[src/rtl/upd_pkg.sv]
// Shared types, character codes and helper functions for the URL percent
// decoder with UTF-8 decode. No dependencies.
package upd_pkg;

    localparam int QDEPTH = 4;
    localparam int QAW    = $clog2(QDEPTH);

    localparam logic [7:0] C_PCT   = 8'h25;
    localparam logic [7:0] C_PLUS  = 8'h2B;
    localparam logic [7:0] C_SPACE = 8'h20;
    localparam logic [7:0] C_QMARK = 8'h3F;
    localparam logic [7:0] C_ZERO  = 8'd48;
    localparam logic [7:0] C_NINE  = 8'h39;
    localparam logic [7:0] C_UA    = 8'h41;
    localparam logic [7:0] C_UF    = 8'h46;
    localparam logic [7:0] C_LA    = 8'h61;
    localparam logic [7:0] C_LF    = 8'h66;
    localparam logic [7:0] C_ALPHA_OFS = 8'd7;
    localparam logic [7:0] C_CASE_OFS  = 8'd32;
    localparam logic [5:0] C_CONT_MASK = 6'd63;

    // up to two decoded bytes from one input word, plus the end mark
    typedef struct packed {
        logic [7:0] b0;
        logic       v0;
        logic [7:0] b1;
        logic       v1;
        logic       last;
    } t_entry;

    typedef struct packed {
        logic [2:0] rem;
        logic [1:0] low;
    } t_utf8_st;

    typedef struct packed {
        t_utf8_st   st;
        logic       emit;
        logic [7:0] ch;
    } t_feed;

    function automatic logic is_hex(logic [7:0] c);
        return (c >= C_ZERO && c <= C_NINE) || (c >= C_UA && c <= C_UF) ||
               (c >= C_LA && c <= C_LF);
    endfunction

    function automatic logic [3:0] hex_val(logic [7:0] c);
        logic [7:0] v;
        v = c - C_ZERO;
        if (c >= C_UA) v = v - C_ALPHA_OFS;
        if (c >= C_LA) v = v - C_CASE_OFS;
        return v[3:0];
    endfunction

    function automatic t_feed utf8_feed(t_utf8_st s, logic [7:0] b);
        t_feed f;
        f.st   = s;
        f.emit = 1'b0;
        f.ch   = 8'h00;
        if (s.rem == 3'd0) begin
            priority if (!b[7]) begin
                f.emit = 1'b1;
                f.ch   = b;
            end else if (b[7:5] == 3'b110) begin
                f.st.rem = 3'd1;
            end else if (b[7:4] == 4'b1110) begin
                f.st.rem = 3'd2;
            end else if (b[7:3] == 5'b11110) begin
                f.st.rem = 3'd3;
            end else if (b[7:2] == 6'b111110) begin
                f.st.rem = 3'd4;
            end else if (b[7:1] == 7'b1111110) begin
                f.st.rem = 3'd5;
            end else begin
                f.emit = 1'b1;
                f.ch   = C_QMARK;
            end
            if (f.st.rem != 3'd0) f.st.low = b[1:0];
        end else begin
            f.st.rem = s.rem - 3'd1;
            if (f.st.rem == 3'd0) begin
                f.emit = 1'b1;
                f.ch   = {s.low, b[5:0] & C_CONT_MASK};
            end else begin
                f.st.low = b[1:0];
            end
        end
        return f;
    endfunction

endpackage

[src/rtl/upd_front.sv]
// Front end: percent-escape and '+' decoding of the input words.
// Depends on upd_pkg; feeds upd_fifo.
module upd_front import upd_pkg::*; (
    input  logic       i_clk,
    input  logic       i_rst_n,
    input  logic       i_accept,
    input  logic [7:0] i_in_byte,
    input  logic       i_end_of_input,
    output logic       o_wr,
    output t_entry     o_entry
);

    typedef enum logic [2:0] {
        PH_IDLE = 3'b001,
        PH_PCT  = 3'b010,
        PH_HEX  = 3'b100
    } t_phase;

    t_phase     r_phase, n_phase;
    logic [7:0] r_fh, n_fh;
    t_entry     e;
    logic       tail;

    function automatic t_entry add_byte(t_entry x, logic [7:0] b);
        t_entry y;
        y = x;
        if (!x.v0) begin
            y.b0 = b;
            y.v0 = 1'b1;
        end else begin
            y.b1 = b;
            y.v1 = 1'b1;
        end
        return y;
    endfunction

    function automatic logic [7:0] ordinary(logic [7:0] c);
        return (c == C_PLUS) ? C_SPACE : c;
    endfunction

    always_comb begin
        e       = '0;
        n_phase = PH_IDLE;
        n_fh    = r_fh;
        tail    = 1'b1;
        unique case (r_phase)
            PH_PCT: begin
                if (is_hex(i_in_byte)) begin
                    n_fh    = i_in_byte;
                    n_phase = PH_HEX;
                    tail    = 1'b0;
                end
            end
            PH_HEX: begin
                if (is_hex(i_in_byte)) begin
                    e    = add_byte(e, {hex_val(r_fh), hex_val(i_in_byte)});
                    tail = 1'b0;
                end else begin
                    e = add_byte(e, ordinary(r_fh));
                end
            end
            default: begin
            end
        endcase
        if (tail) begin
            if (i_in_byte == C_PCT) n_phase = PH_PCT;
            else e = add_byte(e, ordinary(i_in_byte));
        end
        if (i_end_of_input) begin
            if (n_phase == PH_HEX) e = add_byte(e, ordinary(n_fh));
            n_phase = PH_IDLE;
            n_fh    = 8'h00;
        end
        e.last = i_end_of_input;
    end

    assign o_entry = e;
    assign o_wr    = i_accept && (e.v0 || e.v1 || e.last);

    always_ff @(posedge i_clk) begin
        if (!i_rst_n) begin
            r_phase <= PH_IDLE;
        end else if (i_accept) begin
            r_phase <= n_phase;
        end
    end

    always_ff @(posedge i_clk) begin
        if (i_accept) r_fh <= n_fh;
    end

endmodule

[src/rtl/upd_fifo.sv]
// Short flop queue between the front end and the UTF-8 back end.
// Depends on upd_pkg.
module upd_fifo import upd_pkg::*; (
    input  logic   i_clk,
    input  logic   i_rst_n,
    input  logic   i_wr,
    input  t_entry i_data,
    output logic   o_full,
    input  logic   i_rd,
    output t_entry o_data,
    output logic   o_empty
);

    t_entry         r_mem [QDEPTH];
    logic [QAW-1:0] r_wp, r_rp;
    logic [QAW:0]   r_cnt;

    assign o_full  = (r_cnt == (QAW+1)'(QDEPTH));
    assign o_empty = (r_cnt == '0);
    assign o_data  = r_mem[r_rp];

    always_ff @(posedge i_clk) begin
        if (!i_rst_n) begin
            r_wp  <= '0;
            r_rp  <= '0;
            r_cnt <= '0;
        end else begin
            if (i_wr) r_wp <= r_wp + 1'b1;
            if (i_rd) r_rp <= r_rp + 1'b1;
            r_cnt <= r_cnt + (QAW+1)'(i_wr) - (QAW+1)'(i_rd);
        end
    end

    always_ff @(posedge i_clk) begin
        if (i_wr) r_mem[r_wp] <= i_data;
    end

endmodule

[src/rtl/upd_back.sv]
// Back end: UTF-8 decode of queued bytes into groups of up to three results,
// handed out one word per pop. Depends on upd_pkg.
module upd_back import upd_pkg::*; (
    input  logic       i_clk,
    input  logic       i_rst_n,
    input  t_entry     i_q,
    input  logic       i_q_empty,
    output logic       o_q_rd,
    output logic [7:0] o_out_byte,
    output logic       o_byte_valid,
    output logic       o_end_of_output,
    output logic       o_empty,
    input  logic       i_pop
);

    t_utf8_st   r_st, n_st, st_a, st_b;
    t_feed      f0, f1;
    logic       e0, e1;
    logic [7:0] r_gbyte [3];
    logic       r_gvld  [3];
    logic [7:0] n_gbyte [3];
    logic       n_gvld  [3];
    logic [1:0] r_gcnt, r_idx, k;
    logic       r_gvalid, r_glast;
    logic       done, take;

    always_comb begin
        f0   = utf8_feed(r_st, i_q.b0);
        st_a = i_q.v0 ? f0.st : r_st;
        e0   = i_q.v0 && f0.emit;
        f1   = utf8_feed(st_a, i_q.b1);
        st_b = i_q.v1 ? f1.st : st_a;
        e1   = i_q.v1 && f1.emit;

        for (int j = 0; j < 3; j++) begin
            n_gbyte[j] = 8'h00;
            n_gvld[j]  = 1'b1;
        end
        k = 2'd0;
        if (e0) begin
            n_gbyte[k] = f0.ch;
            k = k + 2'd1;
        end
        if (e1) begin
            n_gbyte[k] = f1.ch;
            k = k + 2'd1;
        end
        if (i_q.last) begin
            if (st_b.rem != 3'd0) begin
                n_gbyte[k] = (st_b.rem == 3'd1) ? {st_b.low, 6'd0} : 8'h00;
                k = k + 2'd1;
            end
            if (k == 2'd0) begin
                n_gvld[0] = 1'b0;
                k = 2'd1;
            end
        end
        n_st = i_q.last ? t_utf8_st'('0) : st_b;
    end

    assign done   = r_gvalid && i_pop && (r_idx == r_gcnt - 2'd1);
    assign take   = !i_q_empty && (!r_gvalid || done);
    assign o_q_rd = take;

    assign o_empty         = !r_gvalid;
    assign o_out_byte      = r_gbyte[r_idx];
    assign o_byte_valid    = r_gvld[r_idx];
    assign o_end_of_output = r_glast && (r_idx == r_gcnt - 2'd1);

    always_ff @(posedge i_clk) begin
        if (!i_rst_n) begin
            r_st     <= '0;
            r_gvalid <= 1'b0;
            r_idx    <= '0;
            r_gcnt   <= '0;
            r_glast  <= 1'b0;
        end else begin
            if (take) r_st <= n_st;
            if (take && k != 2'd0) begin
                r_gvalid <= 1'b1;
                r_idx    <= '0;
                r_gcnt   <= k;
                r_glast  <= i_q.last;
            end else if (done) begin
                r_gvalid <= 1'b0;
            end else if (r_gvalid && i_pop) begin
                r_idx <= r_idx + 2'd1;
            end
        end
    end

    always_ff @(posedge i_clk) begin
        if (take && k != 2'd0) begin
            r_gbyte <= n_gbyte;
            r_gvld  <= n_gvld;
        end
    end

endmodule

[src/rtl/url_percent_decode_utf8_to_byte.sv]
// Top level of the URL percent decoder with UTF-8 decode.
// Depends on upd_pkg, upd_front, upd_fifo and upd_back.
//
//  channel   handshake       payload
//  input     push / full     i_in_byte, i_end_of_input
//  result    empty / pop     o_out_byte, o_byte_valid, o_end_of_output
//
// One input word a cycle while the queue has room; the front end sees it in
// the cycle it is taken. A word that decodes to n results (n up to 3) holds
// the result register for n pops; the 4-deep queue absorbs the difference. An
// accepted word passes the queue and then the result register. Reset clears
// the control state only; either side may stall at any time.
module url_percent_decode_utf8_to_byte import upd_pkg::*; (
    input  logic       i_clk,
    input  logic       i_rst_n,
    input  logic       push,
    output logic       full,
    input  logic [7:0] i_in_byte,
    input  logic       i_end_of_input,
    output logic       empty,
    input  logic       pop,
    output logic [7:0] o_out_byte,
    output logic       o_byte_valid,
    output logic       o_end_of_output
);

    t_entry wr_entry, rd_entry;
    logic   wr, rd, q_empty;

    upd_front u_front (
        .i_clk          (i_clk),
        .i_rst_n        (i_rst_n),
        .i_accept       (push && !full),
        .i_in_byte      (i_in_byte),
        .i_end_of_input (i_end_of_input),
        .o_wr           (wr),
        .o_entry        (wr_entry)
    );

    upd_fifo u_fifo (
        .i_clk   (i_clk),
        .i_rst_n (i_rst_n),
        .i_wr    (wr),
        .i_data  (wr_entry),
        .o_full  (full),
        .i_rd    (rd),
        .o_data  (rd_entry),
        .o_empty (q_empty)
    );

    upd_back u_back (
        .i_clk           (i_clk),
        .i_rst_n         (i_rst_n),
        .i_q             (rd_entry),
        .i_q_empty       (q_empty),
        .o_q_rd          (rd),
        .o_out_byte      (o_out_byte),
        .o_byte_valid    (o_byte_valid),
        .o_end_of_output (o_end_of_output),
        .o_empty         (empty),
        .i_pop           (pop)
    );

endmodule

[config.mk]
export PLATFORM = sky130hd
export DESIGN_NAME = url_percent_decode_utf8_to_byte
export DESIGN_NICKNAME = d
export VERILOG_FILES = /design/src/rtl/upd_pkg.sv /design/src/rtl/upd_front.sv /design/src/rtl/upd_fifo.sv /design/src/rtl/upd_back.sv /design/src/rtl/url_percent_decode_utf8_to_byte.sv
export SDC_FILE = /design/constraint.sdc
export NUM_CORES = 1
export LEC_CHECK = 0
export ABC_AREA = 1
export BUFFER_PORTS_ARGS = -buffer_cell sky130_fd_sc_hd__buf_2
export CORE_UTILIZATION = 50
export CTS_CLUSTER_DIAMETER = 30
export DETAILED_ROUTE_END_ITERATION = 8
export PLACE_DENSITY = 0.68
export SLEW_MARGIN = 30
export SYNTH_ARGS = -nofsm -noshare
export SYNTH_HDL_FRONTEND = slang
export SYNTH_SLANG_ARGS = --single-unit
[constraint.sdc]
create_clock -name i_clk -period 5 [get_ports i_clk]
set_clock_uncertainty 0.1 [all_clocks]
set_input_delay 1 -clock i_clk [delete_from_list [all_inputs] [get_ports i_clk]]
set_output_delay 1 -clock i_clk [all_outputs]
set_load 0.01 [all_outputs]
==> flow_summary.ini, run 1 <==
[die]
num_rows = 43
die_x_um = 121
dieArea_mm2 = 0.0146
fp.coreArea_mm2 = 0.0138
chipHeight_um = 121
io_pins = 25
start_util = 0.511

[finish]
multi_input_area_mm2 = 0.00295
layout.nets = 928
diodes = 0
layout_common_cells = 227 x nand2_1, 116 x inv_1, 103 x edfxtp_1, 79 x nor2_1, 73 x nand3_1
area_growth_pct = 13.0
final_area_mm2 = 0.00798
drive_above_1_share = 0.106
area.sequential_mm2 = 0.00355
final_common_cell = nand2_1
fillCellCount = 1225
utilization = 0.577

[cts]
clockBufferDepth = 2
cts_root_buf = clkbuf_16
cts_sinks = 126
clock_latency_ns = 0.42
numCtsBuffers = 17
cts.htree.levels = 4
cts_tree = done
cts_setup_buffers = 0
clkTransAtPathRegs_ns = 0.06

[status]
status = complete, no violations

[routing]
ant_nets = 0
vias = 5686
wirelength_um = 15300
drcViolationCount = 0
dr.first_iter.drc_count = 316
avgRoutedWirePerCell_um = 14.1
vias_per_cell = 5.24
drtPass1Iterations = 5

[timing]
tns_ns = 0
worstMarginPinSlew_ns = 0.718
final_max_slew_viol_count = 0
hold_violations = 0
period_minus_slack_ns = 4.43
finalCritPeriodShare = 0.886
finalSetupViolCount = 0
fmaxAchievable_mhz = 226
rsz0062_at_grt = false
max_slew_margin = 0.517

[global_routing]
grt_usage = 0.229
antenna_found_initial = 0
first_global_vias = 5350
use_met1 = 0.277
grt_max_degree = 41
grt_first_pass_wirelength_um = 25500
grt.busiest_layer = met2
use_met3 = 0.0493
use_met2 = 0.388
grt-ovfl-total = 0

[placed_design]
dp_hpwl_um = 11100
gp_congestion = 0.933
port_buffers = 24
dpl_cell_area_mm2 = 0.00739

[yosys]
synth.avg_cell_area_um2 = 8.22
synth_cell_types = 44
synthesis.area_mm2 = 0.00706
syn_nets = 895
ys.warnings.count = 0
seq_area_frac_synth = 0.503
synthCells = 859
ys_ff_latch = 126

[critical_path]
cp.arrival_ns = 4.44
cp-start-kind = flip-flop
cp.required_ns = 5.01
slowest_stage = fa_1
worst_path_most_repeated_cell = nand2_1
cp_max_fo = 40
worstSetupPathType = flip-flop to flip-flop
end_kind = flip-flop
critPathMaxStageDelay_ns = 0.51

[job]
drv_cap = 0

[worst_hold_path]
hp-class = flip-flop to flip-flop
[metal layers]
metal,share of wire,vias to the layer above,wire (um)
li1,-,2930,-
met1,0.45,2599,6860
met2,0.48,133,7360
met3,0.046,24,698
met4,0.025,0,381
met5,0,-,0
[cells by family after synthesis]
logic type,Yosys count,share of synthesized area
XOR/XNOR,3,0.00372
multiplexers,1,0.00142
AND/OR/NAND/NOR,425,0.259
flip-flops,126,0.503
buffers and inverters,143,0.0811
adder cells (fa/ha/maj),23,0.0429
AO/OA/AOI/OAI,138,0.109
[layout make-up]
cell class | instances | share of cell area
clock buffers | 17 | 0.0533
clock inverters | 15 | 0.0185
inverters | 120 | 0.0567
multi-input cells | 590 | 0.370
flip-flops and latches | 126 | 0.445
well taps | 180 | 0.0282
repair buffers | 37 | 0.0282
[worst max-delay path: cells and delay by family (launching register included)]
| family | cells | cell delay (ns) |
|---|---|---|
| AND/OR/NAND/NOR | 19 | 1.91 |
| buffers and inverters | 6 | 0.72 |
| flip-flops | 1 | 0.40 |
| adder cells (fa/ha/maj) | 3 | 0.97 |
[path summary, 6_finish.rpt]
kind | slack [ns] | startpoint | to | depth (start not counted)
worst max register to register | 0.57 | flip-flop | u_back.r_gbyte[15]$_DFFE_PP_ | 28
worst max-delay path | 0.57 | flip-flop | u_back.r_gbyte[15]$_DFFE_PP_ | 28
worst min-delay path | 0.37 | u_back.r_st[0]$_SDFFE_PN0P_ | u_back.r_st[0]$_SDFFE_PN0P_ | 2
worst min register to register | 0.37 | u_back.r_st[0]$_SDFFE_PN0P_ | u_back.r_st[0]$_SDFFE_PN0P_ | 2
[Yosys cell counts (all sizes together)]
cell type	instances	area (um^2)
nand2	240	933
inv	120	450
edfxtp	103	3090
nor2	83	332
nand3	77	405
o21ai	71	355
a21oi	35	175
dfxtp	23	460
ha	21	263
buf	14	88.8
clkbuf	9	33.8
nor3	9	55.1
a31oi	7	43.8
nand4	7	43.8
o211ai	6	45.0
a211oi	5	37.5
nor4	5	31.3
fa	2	40.0
o21a	2	15.0
o221ai	2	17.5
o22ai	2	12.5
o31ai	2	15.0
xnor2	2	17.5
a22oi	1	7.51
a311oi	1	8.76
a32o	1	10.0
a32oi	1	8.76
and3	1	6.26
mux2i	1	10.0
nor3b	1	7.51
nor4b	1	8.76
o21bai	1	7.51
o32ai	1	8.76
or2	1	6.26
xor2	1	8.76
[what timing repair did]
item / CTS / global route
resized for setup: 0 / 7
endpoints found under the setup margin: 0 / 21
hold buffers: 0 / 0
[metrics by stage]
stage / hold slack, ns / setup WS, ns / instances
after CTS: 0.370 / 0.235 / 1085
after global routing: 0.374 / 0.0767 / 1085
after detailed placement: 0.362 / 0.254 / 1053
after global placement: 0.356 / 0.379 / 1053
after floorplan: 0.345 / 0.984 / 859
final: 0.371 / 0.570 / 1085
[registers in the layout (all words and copies together) (netlist names), named ones only]
register / count
u_back.r_gbyte: 18
u_back.r_gcnt: 2
u_back.r_glast: 1
u_back.r_gvalid: 1
u_back.r_gvld: 1
u_back.r_idx: 2
u_back.r_st: 5
u_fifo.r_cnt: 3
u_fifo.r_mem: 76
u_fifo.r_rp: 2
u_fifo.r_wp: 2
u_front.r_fh: 8
u_front.r_phase: 3
Power of run 1 is not shown: default switching activity piles up to over one toggle a cycle in this logic, so the estimate is an artifact.
==> inputs of run 2 (changes only) <==
Settings changed: PLACE_DENSITY 0.68 to 0.67, SYNTH_HIERARCHICAL set to 1.
==> run 2 against run 1 <==
Effect of this change:
- the run now ends with design-rule violations left
- die area is 7.6% higher
- global-route usage shrank 2.0 points
- flip-flop and latch count unchanged
- critical path depth fell by 1
- core utilization shrank 0.73 points
- highest routed layer unchanged
- maximum frequency shrank 1.5%
- register-to-register slack got worse by 0.07 ns
- non-clock buffer count shrank 7
- first-iteration DRC count shrank 3.8%
- sequential share of layout area decreased by 2.1 points
- cell area is 5.0% higher
==> flow_summary.ini, run 2 <==
[die]
start_util = 0.517
die_x_um = 125
fp.coreArea_mm2 = 0.0147
dieArea_mm2 = 0.0157
num_rows = 44
io_pins = 25
chipHeight_um = 125

[routing]
wirelength_um = 15400
avgRoutedWirePerCell_um = 13.6
ant_nets = 0
top_layer = met4
vias_per_cell = 5.07
drcViolationCount = 3
vias = 5748
wl_met3_um = 609
drtPass1Iterations = 9
m1WireLength_um = 7000
route.met2.wl_um = 7430
dr.first_iter.drc_count = 304

[critical_path]
cp.arrival_ns = 4.50
cp_max_fo = 76
cp-start-kind = flip-flop
end_kind = flip-flop
worstSetupPathType = flip-flop to flip-flop
cp.required_ns = 5.01

[timing]
finalSetupViolCount = 0
worstMarginPinSlew_ns = 0.838
timing.hold.ws_ns = 0.374
tns_ns = 0
period_minus_slack_ns = 4.50
finalCritPeriodShare = 0.900
final_max_slew_viol_count = 0
hold_violations = 0
layout_setup_ws_ns = 0.502
fmaxAchievable_mhz = 222
rsz0062_at_grt = false
max_slew_margin = 0.441

[yosys]
synthesis.area_mm2 = 0.00761
synthSimpleGateAreaFrac = 0.248
synth_area_leader_cell = edfxtp_1
async_flop_share = 0
synth_mux_area_frac = 0.00132
synth_fa_ha_area_frac = 0.0398
synth_top_family_by_area = simple AND/OR/NAND/NOR gates
ys.warnings.count = 6
synth_cell_types = 43
synth-edff-count = 103
synth_area_leaders = edfxtp_1 41%, nand2_1 11%, inv_1 7.1%
synthCells = 913
synth_xor_area_frac = 0.00576
synth-main-ff-cell = edfxtp_1
ys_ff_latch = 126
seq_area_frac_synth = 0.467
syn_nets = 949
yosys-top-cells-count = 213 x nand2_1, 143 x inv_1, 103 x edfxtp_1
synth_top_area_share = 0.407
synth.most_common_cell = nand2_1
synth_compound_area_frac = 0.133
synth.avg_cell_area_um2 = 8.33

[finish]
layout_common_cells = 213 x nand2_1, 143 x inv_1, 103 x edfxtp_1, 81 x nor2_1, 62 x o21ai_0
final_common_cell = nand2_1
reg.largest.list = u_fifo/r_mem: 76 flops, u_back/r_gbyte: 18 flops, u_front/r_fh: 8 flops
fillCellCount = 1351
largest_reg_flops = 76
layout.nets = 972
area_growth_pct = 10.1
final_area_mm2 = 0.00838
drive_above_1_share = 0.154
largest-register = u_fifo/r_mem
diodes = 0

[cts]
numCtsBuffers = 17
cts_root_buf = clkbuf_16
cts_sinks = 126
cts.htree.levels = 4
cts_tree = done
cts_resized = 0
clkTransAtPathRegs_ns = 0.06
clock_latency_ns = 0.42
clockBufferDepth = 2
cts_setup_buffers = 0
cts_hold_buf = 0

[global_routing]
antenna_found_initial = 0
grt_first_pass_wirelength_um = 25600
grt_usage = 0.209
first_global_vias = 5388
grt_max_degree = 77
grt-ovfl-total = 0

[status]
status = finished, violations left
violations = design-rule violations

[placed_design]
gp_congestion = 0.919
dp_hpwl_um = 11200
dpl_cell_area_mm2 = 0.00781
port_buffers = 24
pre_cts_slack_ns = 0.591

[job]
drv_cap = 0

[worst_hold_path]
hp-class = flip-flop to flip-flop
==> run 2: worst paths after layout <==
check | slack (ns) | end | start | cells past startpoint
setup / recovery | 0.50 | u_back/r_gbyte[9]$_DFFE_PP_ | flip-flop | 27
hold / removal | 0.37 | u_back/r_st[3]$_SDFFE_PN0P_ | u_back/r_st[3]$_SDFFE_PN0P_ | 2
setup reg to reg | 0.50 | u_back/r_gbyte[9]$_DFFE_PP_ | flip-flop | 27
hold reg to reg | 0.37 | u_back/r_st[3]$_SDFFE_PN0P_ | u_back/r_st[3]$_SDFFE_PN0P_ | 2
==> run 2: metal layers <==
metal | vias up | global-route usage
met1 | 2606 | 0.258
li1 | 3032 | -
met3 | 20 | 0.0466
met4 | 0 | 0.0918
met2 | 90 | 0.354
met5 | - | 0
==> run 2: critical path, stage by stage (launching register included) <==
cell and delay [ns]:
dfxtp_2 0.34, buf_12 0.30, a21oi_1 0.12, o21ai_0 0.08
nand2_1 0.12, nand2_2 0.14, nor2_8 0.06, nand2_1 0.07
nand2_1 0.05, nand2_1 0.07, nand2_1 0.06, nand2_2 0.07
nand3_2 0.06, nand2_2 0.09, ha_1 0.16, ha_1 0.34
inv_1 0.16, a21oi_1 0.16, nand2_1 0.08, o21ai_2 0.08
nor2_2 0.09, nand3_4 0.11, inv_1 0.06, fa_1 0.35
o21ai_0 0.23, nand2_1 0.20, nand2_1 0.12, buf_4 0.25
==> run 2: layout make-up <==
cell class	count	area (um^2)	area share
Tap cell	184	230	0.0275
Inverter	155	584	0.0697
Multi-Input combinational cell	606	3250	0.388
Clock inverter	13	123	0.0146
Timing Repair Buffer	30	190	0.0227
Clock buffer	19	443	0.0529
Sequential cell	126	3550	0.424
==> run 2: cells by family after synthesis <==
group | count (synthesis)
buffers and inverters | 181
muxes | 1
AOI/OAI and AO/OA | 160
DFF | 126
and+or+nand+nor | 417
xor gates and xnor gates | 5
adders and majority gates | 23
==> run 2: metrics by stage <==
step,utilization,instances
after global placement,0.531,1101
after detailed placement,0.531,1101
after CTS,0.570,1133
after global routing,0.570,1133
final,0.570,1133
after floorplan,-,913
Power of run 2 is left out for the same reason.
==> inputs of run 3 (changes only) <==
Settings changed: RECOVER_POWER set to 100.
==> run 3 against run 2 <==
Effect of this change:
- the run now ends clean
- global-route usage unchanged
- worst hold slack worse by 0.0031 ns
- critical path depth unchanged
- first-iteration DRC count up 2.0%
- flip-flop and latch count unchanged
- highest routed layer unchanged
==> flow_summary.ini, run 3 (synthesis results as in run 2) <==
[timing]
rsz0062_at_grt = false
max_slew_margin = 0.278
tns_ns = 0
finalSetupViolCount = 0
hold_violations = 0
final_max_slew_viol_count = 0
fmaxAchievable_mhz = 222
period_minus_slack_ns = 4.51
timing.hold.ws_ns = 0.371
worstMarginPinSlew_ns = 1.08
finalCritPeriodShare = 0.902
layout_setup_ws_ns = 0.491

[routing]
avgRoutedWirePerCell_um = 13.6
drcViolationCount = 0
vias = 5778
dr.first_iter.drc_count = 310
vias_per_cell = 5.10
wirelength_um = 15400
ant_nets = 0
drtPass1Iterations = 7

[die]
start_util = 0.517
dieArea_mm2 = 0.0157
chipHeight_um = 125
fp.coreArea_mm2 = 0.0147
io_pins = 25
die_x_um = 125
num_rows = 44

[cts]
cts_resized = 0
cts_tree = done
cts.htree.levels = 4
cts_root_buf = clkbuf_16
cts_sinks = 126
numCtsBuffers = 17
cts_hold_buf = 0
clock_latency_ns = 0.42
clkTransAtPathRegs_ns = 0.05
cts_setup_buffers = 0
clockBufferDepth = 2

[critical_path]
slowest_stage = fa_1
end_kind = flip-flop
crit_family = simple AND/OR/NAND/NOR gates
worstSetupPathType = flip-flop to flip-flop
critPathMaxStageDelay_ns = 0.35
cp.arrival_ns = 4.51
cp-start-kind = flip-flop
cp_max_fo = 76
reg2reg_slack_ns = 0.49
crit_buf_inv = 4
worst_path_most_repeated_cell = nand2_1
cp.required_ns = 5.00

[placed_design]
pre_cts_slack_ns = 0.591
placed_cells = 1101
dp_hpwl_um = 11200
port_buffers = 24
gp_congestion = 0.919

[global_routing]
first_global_vias = 5388
grt_first_pass_wirelength_um = 25600
grt_usage = 0.209
grt-ovfl-total = 0
antenna_found_initial = 0
grt_max_degree = 77

[finish]
area_growth_pct = 9.31
layout_common_cells = 217 x nand2_1, 146 x inv_1, 103 x edfxtp_1, 83 x nor2_1, 67 x o21ai_0
fillCellCount = 1364
diodes = 0
fin_cells = 1133
final_common_cell = nand2_1
largest-register = u_fifo/r_mem
drive_above_1_share = 0.126
largest_reg_flops = 76
reg.largest.list = u_fifo/r_mem: 76 flops, u_back/r_gbyte: 18 flops, u_front/r_fh: 8 flops
layout.nets = 972

[worst_hold_path]
hp-class = flip-flop to flip-flop

[job]
drv_cap = 0

[status]
status = complete, no violations
==> run 3: changes by cell type in the layout (fill, tap and decap cells not counted), moves of 3 or more <==
| cell | previous run | this run |
|---|---|---|
| nand2_1 | 213 | 217 |
| inv_2 | 9 | 6 |
| inv_1 | 143 | 146 |
| o21ai_1 | 9 | 4 |
| o21ai_0 | 62 | 67 |
| buf_4 | 4 | 0 |
| clkbuf_2 | 0 | 3 |
| buf_2 | 24 | 10 |
| clkbuf_1 | 1 | 15 |
==> run 3: worst reg2reg max path, delay by kind of cell (launching register included) <==
| kind | cells | cell delay, ns |
|---|---|---|
| AND/OR/NAND/NOR | 15 | 1.37 |
| adder cells (fa/ha/maj) | 3 | 0.85 |
| buffers and inverters | 4 | 0.81 |
| AO/OA/AOI/OAI | 5 | 0.73 |
| flip-flops | 1 | 0.34 |
==> run 3: metal layers <==
| metal | global-route usage | routed length (um) | vias to the layer above | part of all wire |
|---|---|---|---|---|
| li1 | - | - | 3031 | - |
| met1 | 0.258 | 6970 | 2625 | 0.45 |
| met2 | 0.354 | 7410 | 100 | 0.48 |
| met3 | 0.0466 | 631 | 22 | 0.041 |
| met4 | 0.0918 | 354 | 0 | 0.023 |
| met5 | 0 | 0 | - | 0 |
==> run 3: stage by stage <==
step | instance area [um^2] | utilization
3_5_place_dp | 7810 | 0.531
6_report | 8310 | 0.566
5_1_grt | 8310 | 0.566
3_3_place_gp | 7810 | 0.531
4_1_cts | 8380 | 0.570
2_1_floorplan | 7610 | -
==> run 3: area by class of cell <==
class                   instances  area [um^2]  share of cell area
well taps                     184          230              0.0277
repair buffers                 30          165              0.0199
clock buffers                  19          443              0.0533
inverters                     155          584              0.0703
clock inverters                13          123              0.0147
multi-input cells             606         3210               0.387
flip-flops and latches        126         3550               0.428
==> run 3: final timing paths <==
check / start / end / depth (start not counted)
max: flip-flop / u_back/r_gbyte[9]$_DFFE_PP_ / 27
min: u_fifo/r_rp[1]$_SDFFE_PN0P_ / u_fifo/r_rp[1]$_SDFFE_PN0P_ / 2
max reg2reg: flip-flop / u_back/r_gbyte[9]$_DFFE_PP_ / 27
min reg2reg: u_fifo/r_rp[1]$_SDFFE_PN0P_ / u_fifo/r_rp[1]$_SDFFE_PN0P_ / 2
Power of run 3 is left out for the same reason.
